## src/rtl/core/gscd_pkg.sv

```systemverilog
// Shared widths, codes and item types of the gradient stripe center detector.
`default_nettype none

package gscd_pkg;

	// Field widths
	localparam int unsigned PIX_W    = 8;
	localparam int unsigned SUM_W    = 10;
	localparam int unsigned GRAD_W   = 11;
	localparam int unsigned ROW_W    = 12;
	localparam int unsigned IDX_W    = 12;
	localparam int unsigned CENTER_W = 13;
	localparam int unsigned SCORE_W  = 11;
	localparam int unsigned WIDTH_W  = 12;

	// Stream and configuration port widths
	localparam int unsigned IN_DATA_W  = 40;
	localparam int unsigned OUT_DATA_W = 48;
	localparam int unsigned CFG_DATA_W = 12;

	// Default row length limit
	localparam int unsigned DEF_MAX_COLUMNS = 4096;

	// Threshold values after reset
	localparam logic [SCORE_W-1:0] SCORE_THRESHOLD_RESET = 11'd200;
	localparam logic [WIDTH_W-1:0] WIDTH_THRESHOLD_RESET = 12'd100;

	// Configuration register indexes
	typedef enum logic {
		CFG_SCORE_THRESHOLD = 1'b0,
		CFG_WIDTH_THRESHOLD = 1'b1
	} cfg_index_t;

	// One registered input column
	typedef struct packed {
		logic [SUM_W-1:0] sum;
		logic [ROW_W-1:0] row;
		logic             last;
	} column_t;

	// Row tracking state after the current column, handed to the result stage
	typedef struct packed {
		logic                     seen;
		logic [SUM_W-1:0]         peak_value;
		logic signed [GRAD_W-1:0] valley_value;
		logic [IDX_W-1:0]         peak_index;
		logic [IDX_W-1:0]         valley_index;
		logic [ROW_W-1:0]         row;
	} summary_t;

endpackage

`default_nettype wire

```

## src/rtl/core/gradient_stripe_center_detector_core.sv

```systemverilog
// Top level of the gradient stripe center detector.
//
//  port group  dir  handshake           contents
//  s_*         in   s_tvalid/s_tready   one pixel column, tlast ends the row
//  m_*         out  m_tvalid/m_tready   one row result, tuser = stripe found
//  cfg_*       in   cfg_valid/cfg_ready threshold register write
//
// One column item is accepted every clock unless a last column is held in the
// input register by a stalled result; earlier columns keep flowing. A row
// result passes the input register, then the result register, after its last
// column is accepted. The row state update is a loop on the registered column.
// Reset clears the row state and the valid bits and loads the reset thresholds.
`default_nettype none

module gradient_stripe_center_detector_core #(
	parameter int unsigned MAX_COLUMNS = gscd_pkg::DEF_MAX_COLUMNS
) (
	input  wire logic                            clk,
	input  wire logic                            arst_n,
	input  wire logic                            s_tvalid,
	output logic                                 s_tready,
	// pixel_above [7:0], pixel_center [15:8], pixel_below [23:16],
	// row_position [35:24], zero pad [39:36]
	input  wire logic [gscd_pkg::IN_DATA_W-1:0]  s_tdata,
	// last_column
	input  wire logic                            s_tlast,
	output logic                                 m_tvalid,
	input  wire logic                            m_tready,
	// center_twice [12:0], row_out [24:13], stripe_score [35:25],
	// stripe_width [47:36]
	output logic [gscd_pkg::OUT_DATA_W-1:0]      m_tdata,
	// stripe_found
	output logic                                 m_tuser,
	input  wire logic                            cfg_valid,
	output logic                                 cfg_ready,
	input  wire gscd_pkg::cfg_index_t            cfg_index,
	input  wire logic [gscd_pkg::CFG_DATA_W-1:0] cfg_data
);
	import gscd_pkg::*;

	logic     col_valid;
	column_t  col;
	logic     advance;
	logic     push;
	logic     out_free;
	summary_t summary;

	gscd_column_stage u_column_stage (
		.clk       (clk),
		.arst_n    (arst_n),
		.s_tvalid  (s_tvalid),
		.s_tready  (s_tready),
		.s_tdata   (s_tdata),
		.s_tlast   (s_tlast),
		.advance   (advance),
		.col_valid (col_valid),
		.col       (col)
	);

	gscd_tracker #(
		.MAX_COLUMNS (MAX_COLUMNS)
	) u_tracker (
		.clk       (clk),
		.arst_n    (arst_n),
		.col_valid (col_valid),
		.col       (col),
		.out_free  (out_free),
		.advance   (advance),
		.push      (push),
		.summary   (summary)
	);

	gscd_result u_result (
		.clk       (clk),
		.arst_n    (arst_n),
		.cfg_valid (cfg_valid),
		.cfg_ready (cfg_ready),
		.cfg_index (cfg_index),
		.cfg_data  (cfg_data),
		.push      (push),
		.summary   (summary),
		.out_free  (out_free),
		.m_tvalid  (m_tvalid),
		.m_tready  (m_tready),
		.m_tdata   (m_tdata),
		.m_tuser   (m_tuser)
	);

endmodule

`default_nettype wire

```

## src/rtl/core/gscd_column_stage.sv

```systemverilog
// Input register: accepts one pixel column item and stores its column sum.
`default_nettype none

module gscd_column_stage (
	input  wire logic                           clk,
	input  wire logic                           arst_n,
	input  wire logic                           s_tvalid,
	output logic                                s_tready,
	// pixel_above [7:0], pixel_center [15:8], pixel_below [23:16],
	// row_position [35:24], zero pad [39:36]
	input  wire logic [gscd_pkg::IN_DATA_W-1:0] s_tdata,
	input  wire logic                           s_tlast,
	input  wire logic                           advance,
	output logic                                col_valid,
	output gscd_pkg::column_t                   col
);
	import gscd_pkg::*;

	logic    valid_s1;
	column_t col_s1;
	logic    load;
	logic [SUM_W-1:0] sum;

	// Take a new item whenever the stage is empty or moving on this cycle
	assign s_tready = !valid_s1 || advance;
	assign load     = s_tvalid && s_tready;

	// Sum the three stacked pixels
	assign sum = SUM_W'(s_tdata[PIX_W-1:0])
	           + SUM_W'(s_tdata[2*PIX_W-1:PIX_W])
	           + SUM_W'(s_tdata[3*PIX_W-1:2*PIX_W]);

	// Hold or advance the stage valid bit
	always_ff @(posedge clk or negedge arst_n) begin
		if (!arst_n) begin
			valid_s1 <= 1'b0;
		end else if (load) begin
			valid_s1 <= 1'b1;
		end else if (advance) begin
			valid_s1 <= 1'b0;
		end
	end

	// Capture the payload
	always_ff @(posedge clk) begin
		if (load) begin
			col_s1.sum  <= sum;
			col_s1.row  <= s_tdata[3*PIX_W+ROW_W-1:3*PIX_W];
			col_s1.last <= s_tlast;
		end
	end

	assign col_valid = valid_s1;
	assign col       = col_s1;

endmodule

`default_nettype wire

```

## src/rtl/core/gscd_tracker.sv

```systemverilog
// Row state: gradient of each interior column, peak and valley tracking.
`default_nettype none

module gscd_tracker #(
	parameter int unsigned MAX_COLUMNS = gscd_pkg::DEF_MAX_COLUMNS
) (
	input  wire logic               clk,
	input  wire logic               arst_n,
	input  wire logic               col_valid,
	input  wire gscd_pkg::column_t  col,
	input  wire logic               out_free,
	output logic                    advance,
	output logic                    push,
	output gscd_pkg::summary_t      summary
);
	import gscd_pkg::*;

	localparam int unsigned CNT_W = $clog2(MAX_COLUMNS);
	localparam logic [CNT_W-1:0] CNT_LAST = CNT_W'(MAX_COLUMNS - 1);
	localparam logic [CNT_W-1:0] CNT_TWO  = CNT_W'(2);
	localparam logic [CNT_W-1:0] CNT_ONE  = CNT_W'(1);

	logic [SUM_W-1:0]         older_sum_q;
	logic [SUM_W-1:0]         newer_sum_q;
	logic [CNT_W-1:0]         count_q;
	logic [SUM_W-1:0]         peak_value_q;
	logic signed [GRAD_W-1:0] valley_value_q;
	logic [IDX_W-1:0]         peak_index_q;
	logic [IDX_W-1:0]         valley_index_q;
	logic                     seen_q;

	logic signed [GRAD_W-1:0] grad;
	logic signed [GRAD_W-1:0] peak_ext;
	logic [IDX_W-1:0]         where_idx;
	logic                     have_grad;
	logic                     valley_hit;
	logic                     peak_hit;

	logic [SUM_W-1:0]         peak_value_d;
	logic signed [GRAD_W-1:0] valley_value_d;
	logic [IDX_W-1:0]         peak_index_d;
	logic [IDX_W-1:0]         valley_index_d;
	logic                     seen_d;

	// Move on unless a row end waits for a busy result register
	assign advance = col_valid && (!col.last || out_free);
	assign push    = advance && col.last;

	// Gradient of the middle column: newest sum minus the one two back
	assign grad      = $signed({1'b0, col.sum}) - $signed({1'b0, older_sum_q});
	assign peak_ext  = $signed({1'b0, peak_value_q});
	assign where_idx = IDX_W'(count_q - CNT_ONE);
	assign have_grad = count_q >= CNT_TWO;

	assign valley_hit = have_grad && (grad < valley_value_q) && (peak_value_q != '0);
	assign peak_hit   = have_grad && (grad > peak_ext);

	// Update peak and valley; a new peak drops the valley found so far
	always_comb begin
		peak_value_d   = peak_value_q;
		valley_value_d = valley_value_q;
		peak_index_d   = peak_index_q;
		valley_index_d = valley_index_q;
		seen_d         = seen_q;
		if (valley_hit) begin
			valley_value_d = grad;
			valley_index_d = where_idx;
			seen_d         = 1'b1;
		end
		if (peak_hit) begin
			peak_value_d   = grad[SUM_W-1:0];
			peak_index_d   = where_idx;
			valley_value_d = '0;
			seen_d         = 1'b0;
		end
	end

	// Row state including the current column, for the result stage
	always_comb begin
		summary.seen         = seen_d;
		summary.peak_value   = peak_value_d;
		summary.valley_value = valley_value_d;
		summary.peak_index   = peak_index_d;
		summary.valley_index = valley_index_d;
		summary.row          = col.row;
	end

	// Advance the row state; clear it after the last column
	always_ff @(posedge clk or negedge arst_n) begin
		if (!arst_n) begin
			older_sum_q    <= '0;
			newer_sum_q    <= '0;
			count_q        <= '0;
			peak_value_q   <= '0;
			valley_value_q <= '0;
			peak_index_q   <= '0;
			valley_index_q <= '0;
			seen_q         <= 1'b0;
		end else if (advance) begin
			if (col.last) begin
				older_sum_q    <= '0;
				newer_sum_q    <= '0;
				count_q        <= '0;
				peak_value_q   <= '0;
				valley_value_q <= '0;
				peak_index_q   <= '0;
				valley_index_q <= '0;
				seen_q         <= 1'b0;
			end else begin
				older_sum_q    <= newer_sum_q;
				newer_sum_q    <= col.sum;
				count_q        <= (count_q == CNT_LAST) ? count_q : count_q + CNT_ONE;
				peak_value_q   <= peak_value_d;
				valley_value_q <= valley_value_d;
				peak_index_q   <= peak_index_d;
				valley_index_q <= valley_index_d;
				seen_q         <= seen_d;
			end
		end
	end

`ifndef NO_ASSERTIONS
	// A valley is only recorded as a negative gradient after a nonzero peak
	assert property (@(posedge clk) disable iff (!arst_n)
		seen_q |-> (valley_value_q < 0) && (peak_value_q != '0))
		else $error("valley flag set without negative valley after peak");

	// Row state is cleared after a row end
	assert property (@(posedge clk) disable iff (!arst_n)
		push |=> (count_q == '0) && !seen_q && (peak_value_q == '0))
		else $error("row state not cleared after last column");
`endif

endmodule

`default_nettype wire

```

## src/rtl/core/gscd_result.sv

```systemverilog
// Threshold registers and the result register of each row.
`default_nettype none

module gscd_result (
	input  wire logic                            clk,
	input  wire logic                            arst_n,
	input  wire logic                            cfg_valid,
	output logic                                 cfg_ready,
	input  wire gscd_pkg::cfg_index_t            cfg_index,
	input  wire logic [gscd_pkg::CFG_DATA_W-1:0] cfg_data,
	input  wire logic                            push,
	input  wire gscd_pkg::summary_t              summary,
	output logic                                 out_free,
	output logic                                 m_tvalid,
	input  wire logic                            m_tready,
	output logic [gscd_pkg::OUT_DATA_W-1:0]      m_tdata,
	output logic                                 m_tuser
);
	import gscd_pkg::*;

	logic [SCORE_W-1:0]    score_th_q;
	logic [WIDTH_W-1:0]    width_th_q;
	logic                  out_valid_q;
	logic [OUT_DATA_W-1:0] out_data_q;
	logic                  out_found_q;

	logic [GRAD_W-1:0]     valley_mag;
	logic [SCORE_W-1:0]    score;
	logic [WIDTH_W-1:0]    span;
	logic [CENTER_W-1:0]   center_sum;
	logic [WIDTH_W-1:0]    width_res;
	logic [CENTER_W-1:0]   center_res;
	logic                  found;

	// Threshold registers, writable at any cycle
	assign cfg_ready = 1'b1;

	always_ff @(posedge clk or negedge arst_n) begin
		if (!arst_n) begin
			score_th_q <= SCORE_THRESHOLD_RESET;
			width_th_q <= WIDTH_THRESHOLD_RESET;
		end else if (cfg_valid) begin
			case (cfg_index)
				CFG_SCORE_THRESHOLD: score_th_q <= cfg_data[SCORE_W-1:0];
				CFG_WIDTH_THRESHOLD: width_th_q <= cfg_data[WIDTH_W-1:0];
				default: ;
			endcase
		end
	end

	// Score, width, center and the stripe decision
	assign valley_mag = GRAD_W'(-summary.valley_value);
	assign score      = SCORE_W'(summary.peak_value) + valley_mag;
	assign span       = summary.valley_index - summary.peak_index;
	assign center_sum = CENTER_W'(summary.peak_index) + CENTER_W'(summary.valley_index);
	assign width_res  = summary.seen ? span : '0;
	assign center_res = summary.seen ? center_sum : '0;
	assign found      = summary.seen && (score > score_th_q) && (span < width_th_q);

	assign out_free = !out_valid_q || m_tready;

	// Hold the result until taken
	always_ff @(posedge clk or negedge arst_n) begin
		if (!arst_n) begin
			out_valid_q <= 1'b0;
		end else if (push) begin
			out_valid_q <= 1'b1;
		end else if (m_tready) begin
			out_valid_q <= 1'b0;
		end
	end

	always_ff @(posedge clk) begin
		if (push) begin
			out_data_q  <= {width_res, score, summary.row, center_res};
			out_found_q <= found;
		end
	end

	assign m_tvalid = out_valid_q;
	assign m_tdata  = out_data_q;
	assign m_tuser  = out_found_q;

`ifndef NO_ASSERTIONS
	// A new result never lands on one still waiting
	assert property (@(posedge clk) disable iff (!arst_n)
		push |-> out_free)
		else $error("result overwritten while stalled");

	// A found stripe always has a center; the width may be zero once the
	// column count has saturated
	assert property (@(posedge clk) disable iff (!arst_n)
		(out_valid_q && out_found_q) |->
			(out_data_q[CENTER_W-1:0] != '0))
		else $error("found stripe with zero center");
`endif

endmodule

`default_nettype wire
```

## config.mk

```make
export PLATFORM = sky130hd
export DESIGN_NAME = gradient_stripe_center_detector_core
export DESIGN_NICKNAME = d
export VERILOG_FILES = /design/src/rtl/core/gscd_pkg.sv /design/src/rtl/core/gradient_stripe_center_detector_core.sv /design/src/rtl/core/gscd_column_stage.sv /design/src/rtl/core/gscd_tracker.sv /design/src/rtl/core/gscd_result.sv
export SDC_FILE = /design/constraint.sdc
export NUM_CORES = 1
export LEC_CHECK = 0
export ABC_AREA = 1
export BUFFER_PORTS_ARGS = -buffer_cell sky130_fd_sc_hd__buf_2
export CAP_MARGIN = 20
export CORE_ASPECT_RATIO = 1.25
export CORE_UTILIZATION = 55
export CTS_CLUSTER_SIZE = 14
export DETAILED_ROUTE_END_ITERATION = 6
export GPL_TIMING_DRIVEN = 0
export HOLD_SLACK_MARGIN = 0.12
export PLACE_DENSITY = 0.75
export SLEW_MARGIN = 10
export SYNTH_ARGS = -nofsm -noshare
export SYNTH_HDL_FRONTEND = slang
export SYNTH_HIERARCHICAL = 1
export SYNTH_SLANG_ARGS = --single-unit
```

## constraint.sdc

```tcl
create_clock -name clk -period 6.2 [get_ports clk]
set_clock_uncertainty 0.1 [all_clocks]
set_input_delay 0.31 -clock clk [delete_from_list [all_inputs] [get_ports clk]]
set_output_delay 0.31 -clock clk [all_outputs]
set_load 0.02 [all_outputs]
```

======== Word-level counts from Yosys, hierarchy flattened ========
Index checks and enable logic that the tools add are counted.
storage, ports and cells
  bits in registers ....................... 175
  bits in latches ......................... 0
  memory bits (writable) .................. 0
  memory bits (read-only) ................. 0
  memories ................................ 0
cells by class
  add/subtract/negate cells ............... 9
  multipliers ............................. 0
  divide/modulo/power cells ............... 0
  magnitude comparators ................... 5
  eq/ne operators ......................... 2
  shifts and indexed selects .............. 0
  multiplexer cells ....................... 20
  bitwise gates (word level) .............. 1
  reductions and logical operators ........ 20
operator list
  cell                   count
  $mux 12                6
  $mux 10                4
  $mux 11                3
  $gt 11x11->1           2
  $add 12x12->13         1
  $add 12x1->12 const B  1
  $eq 12x12->1 const B   1
  $ge 12x2->1 const B    1
  $lt 12x12->1           1
  $sub 12x1->12 const B  1
  $sub 12x12->12         1
  $add 10x11->11         1
  $lt 11x11->1           1
  $neg 11->11            1
  $sub 10x10->11         1
  $add 10x8->10          1
  $reduce_bool 10->1     1
  $add 8x8->9            1
  $logic_and 1x1->1      8
  $mux 1                 7
  $reduce_and 2->1       3
  $reduce_bool 2->1      2
  $logic_not 1->1        3
  $logic_or 1x1->1       3
  other kinds (2)        2

======== Longest topological paths before layout ========
  depth in word-level cells ............... 11
  mapped depth ............................ 41
  depth with buffers taken out ............ 40

======== Cells and area by module ========
Netlist, hierarchy kept.
by module, submodules not included
  module             times used  cells each  area an instance (um^2)  sequential area each (um^2)
  gscd_tracker       1           820         5,733.0                  1,951.9
  gscd_result        1           618         4,941.0                  2,049.5
  gscd_column_stage  1           102         1,293.7                  715.7

======== Worst setup path after synthesis ========
No wires, ideal clock.
  path type ............................... register to register
  start point ............................. reg u_tracker.older_sum_q[0]
  end point ............................... reg u_result.out_found_q (netlist: u_result/m_tuser), data pin
  data arrival time ....................... 4,639 ps
  data required time ...................... 5,849 ps
  path slack .............................. 1,210 ps
  stages on the path, launching flop included .. 39
  buffers on the path ..................... 1
  period minus slack after synthesis ...... 4,990 ps
  path through ............................ dfrtp_1 ha_1 fa_1 inv_1 nand3_1 nand3_1 nand2_1 nand2_1 nand2_1 nand2_1 inv_1 ha_1 a21oi_1 nor2_1 nor2_1 nand3_1 nand2_1 clkbuf_1 [... 3 more ...] inv_1 ha_1 inv_1 fa_1 nand3_1 nand2_1 nand2_1 nand2_1 xor2_1 ha_1 nand2_1 nor2_1 and2_1 nand3b_1 nand2_1 inv_1 nand2_1 nor2_1
RTL lines
  what                      line                 text
  start: declaration        gscd_tracker.sv:23   logic [SUM_W-1:0] older_sum_q;
  start signal: assignment  gscd_tracker.sv:110  older_sum_q <= newer_sum_q;
  end signal: assignment    gscd_result.sv:76    out_found_q <= found;
  end: declaration          gscd_result.sv:25    logic out_found_q;

==> run summary <==
status = complete, no violations
CTS clk-pin slew, worst paths = 70 ps
wire length on met3 = 1330 µm
Fin. Hold Viols = 0
drc violations = 0
CP endpoint kind = register
share of the synthesized area in the top cell type = 0.203
total number of vias = 10,300
Netlist Area Pre-Place = 12,000 µm²
# nets final = 1,863
Critical-path top delay cell = fa_1
Slew HR = 0.528
crit path max fanout = 10
fin worst setup slack = 387 ps
DR iter-0 viols = 604
Placeable Area = 21,400 µm²
DR vias/cell = 5.16
Area contributors post-synth = dfrtp_1 20%, edfxtp_1 18%, nand2_1 13%
Die X = 134 µm
Global Route Usage Sum = 0.264
layout overhead on the synthesized area = 15.5%
flop and latch count out of synthesis = 174
Post-Syn Nets = 1,707
ANT cells = 0
Pins Over Slew Limit = 0
Hold Slack = 179 ps
layout cell share with drive strength beyond 1 = 0.138
wire length per cell = 14.2 µm
maxcap violations = 0
Netlist cell types = 46
number of global-route vias before repair = 10,200
Max Freq = 0.172 GHz
drt first pass iters = 5
Port Buffers = 105
Synth area leader = dfrtp_1
Setup Viol. Count Final = 0
dpl ws = 395 ps
initial antenna violation count = 0
crit start category = register
Boundary Pins = 111
Rows = 60
EDFF count, synth = 71
Finished Core Util = 0.646
Reg2Reg Setup Slack = 390 ps
Avg Cell Area, Syn = 7.77 µm²
Final ANT Viol Nets = 0
first-pass GRT wire length = 47,000 µm
Routed WL = 28,300 µm
min Tclk post-route = 5810 ps
# clock sinks = 174
crit-path max cell delay = 460 ps
Gate Count Post-Synth = 1,540
Top FF cell, synth = dfrtp_1
CTS tree = yes
GRT overflow = 0
Async SR Flop Fraction = 0.592
Final period util = 0.938
H-tree depth = 4
CP Data Arrival Time = 5900 ps
top sig layer = met4
CTS buffer count = 17
RePlAce Congestion = 0.907
Die H = 167 µm
HPWL after DPL = 21,700 µm
Met1 Wirelength = 11,700 µm
Seq/Total Area, Yosys = 0.394
root buffer cell = clkbuf_16
Critical Path Most Common Cell = nand2_1
die footprint = 22,400 µm²
Syn. warnings = 6
pin count of the biggest net entering global routing = 65
WS Path Type = register to register
Hold Path Class = input pin to register
Worst Tran Pin Value = 708 ps
WL met2 = 14,700 µm
later-pin clock latency in the skew report = 430 ps
starting density of the core = 0.559
clk buf depth = 2
CP required = 6280 ps
-- layout by cell type, fill, tap and decap left out, types with 3 or more instances in the layout --
| cell type | n |
|---|---|
| nand3_1 | 82 |
| nand4_1 | 60 |
| buf_2 | 118 |
| inv_8 | 4 |
| o21ai_1 | 22 |
| o21bai_1 | 5 |
| buf_6 | 8 |
| o31ai_1 | 3 |
| o21a_1 | 3 |
| clkbuf_1 | 15 |
| dfstp_2 | 6 |
| a21oi_1 | 52 |
| nand2_1 | 426 |
| inv_1 | 282 |
| nor3_1 | 6 |
| edfxtp_1 | 71 |
| fa_1 | 13 |
| inv_6 | 4 |
| a21oi_2 | 6 |
| o22ai_1 | 11 |
| nor2_1 | 92 |
| and2_1 | 25 |
| o21ai_0 | 46 |
| ha_1 | 95 |
| nand2_2 | 4 |
| clkbuf_4 | 3 |
| o21ai_2 | 7 |
| xnor2_1 | 7 |
| nor2_2 | 4 |
| buf_4 | 23 |
| nand3b_1 | 5 |
| clkbuf_16 | 17 |
| inv_2 | 6 |
| dfrtp_1 | 97 |
| dlygate4sd3_1 | 28 |
| xor2_1 | 22 |
-- cells in the mapped netlist, types with 4 or more instances --
master,instances
o21ai_1,21
nor3_1,7
xnor2_1,7
nand3_1,82
inv_2,5
o21ai_2,7
inv_1,283
xor2_1,23
dfrtp_1,97
and2_1,25
nand2_2,4
dfstp_2,6
nor2_2,4
buf_2,16
ha_1,95
a21oi_1,55
edfxtp_1,71
clkbuf_1,16
buf_6,6
nand3b_1,5
nand4_1,60
nor2_1,92
fa_1,13
o21bai_1,5
o21ai_0,47
buf_4,22
o22ai_1,11
nand2_1,426
-- final cells by class --
cell class	count	area, µm²
tap	279	349
fill	1879	7570
multi-input combinational	1017	5800
clock buffer	17	425
clock inverter	15	171
sequential	174	4720
timing repair buffer	137	878
inverter	288	1080
buffer	61	402
-- timing repair --
item,CTS,global route
setup endpoints to repair,0,1
hold endpoints to repair,84,0
hold buffers,28,0
resized for setup,0,11
buffers inserted,0,1
-- cells by family (layout without fill, tap and decap cells) --
logic type,Yosys count,after routing,share of synthesized area
flops,174,174,0.394
fa+ha+maj,108,108,0.121
buf+inv,349,518,0.123
simple gates,717,717,0.263
xor+xnor,31,31,0.0233
other cells,1,1,0.000313
compound gates,160,160,0.0751
-- flip-flops by register name, indices dropped and copies added (netlist names), 10 cells and up --
signal and count:
u_tracker/valley_value_q 11, u_tracker/older_sum_q 10, u_tracker/peak_index_q 12, u_result/m_tdata 47
u_result/score_th_q 11, u_tracker/count_q 12, u_tracker/peak_value_q 10, u_tracker/newer_sum_q 10
u_column_stage/col 23, u_result/width_th_q 12, u_tracker/valley_index_q 12
-- final timing paths --
path / start / to / cells after the start
worst max-delay path: u_column_stage/col[13] / u_result/m_tuser / 39
worst min-delay path: cfg_valid / u_result/score_th_q[0] / 4
worst max register to register: u_column_stage/col[13] / u_result/m_tuser / 39
worst min register to register: u_tracker/valley_value_q[5] / u_tracker/valley_value_q[5] / 2
max in group asynchronous: arst_n / u_result/width_th_q[2] / 3
min in group asynchronous: arst_n / u_tracker/peak_value_q[7] / 2
-- through the flow --
| stage | instances | TNS (ps) | cell area, µm² |
|---|---|---|---|
| 2_1_floorplan | 1540 | 0 | 12000 |
| 6_report | 1988 | 0 | 13800 |
| 3_3_place_gp | 1924 | 0 | 12800 |
| 5_1_grt | 1988 | -1.48 | 13800 |
| 3_5_place_dp | 1927 | 0 | 12900 |
| 4_1_cts | 1987 | 0 | 13800 |
-- layer usage --
metal / vias to the layer above / GRT usage
li1: 5199 / -
met1: 4721 / 0.306
met2: 297 / 0.489
met3: 42 / 0.0432
met4: 0 / 0.0825
met5: - / 0
-- critical path, delay by kind of cell, from the launching register on --
family	cells	cell delay, ps
fa+ha+maj	6	1840
simple gates	24	2460
flops	1	330
buf+inv	8	650
xor+xnor	1	160
Power is not shown: default switching activity piles up to over one toggle a cycle in this logic, so the estimate is an artifact.
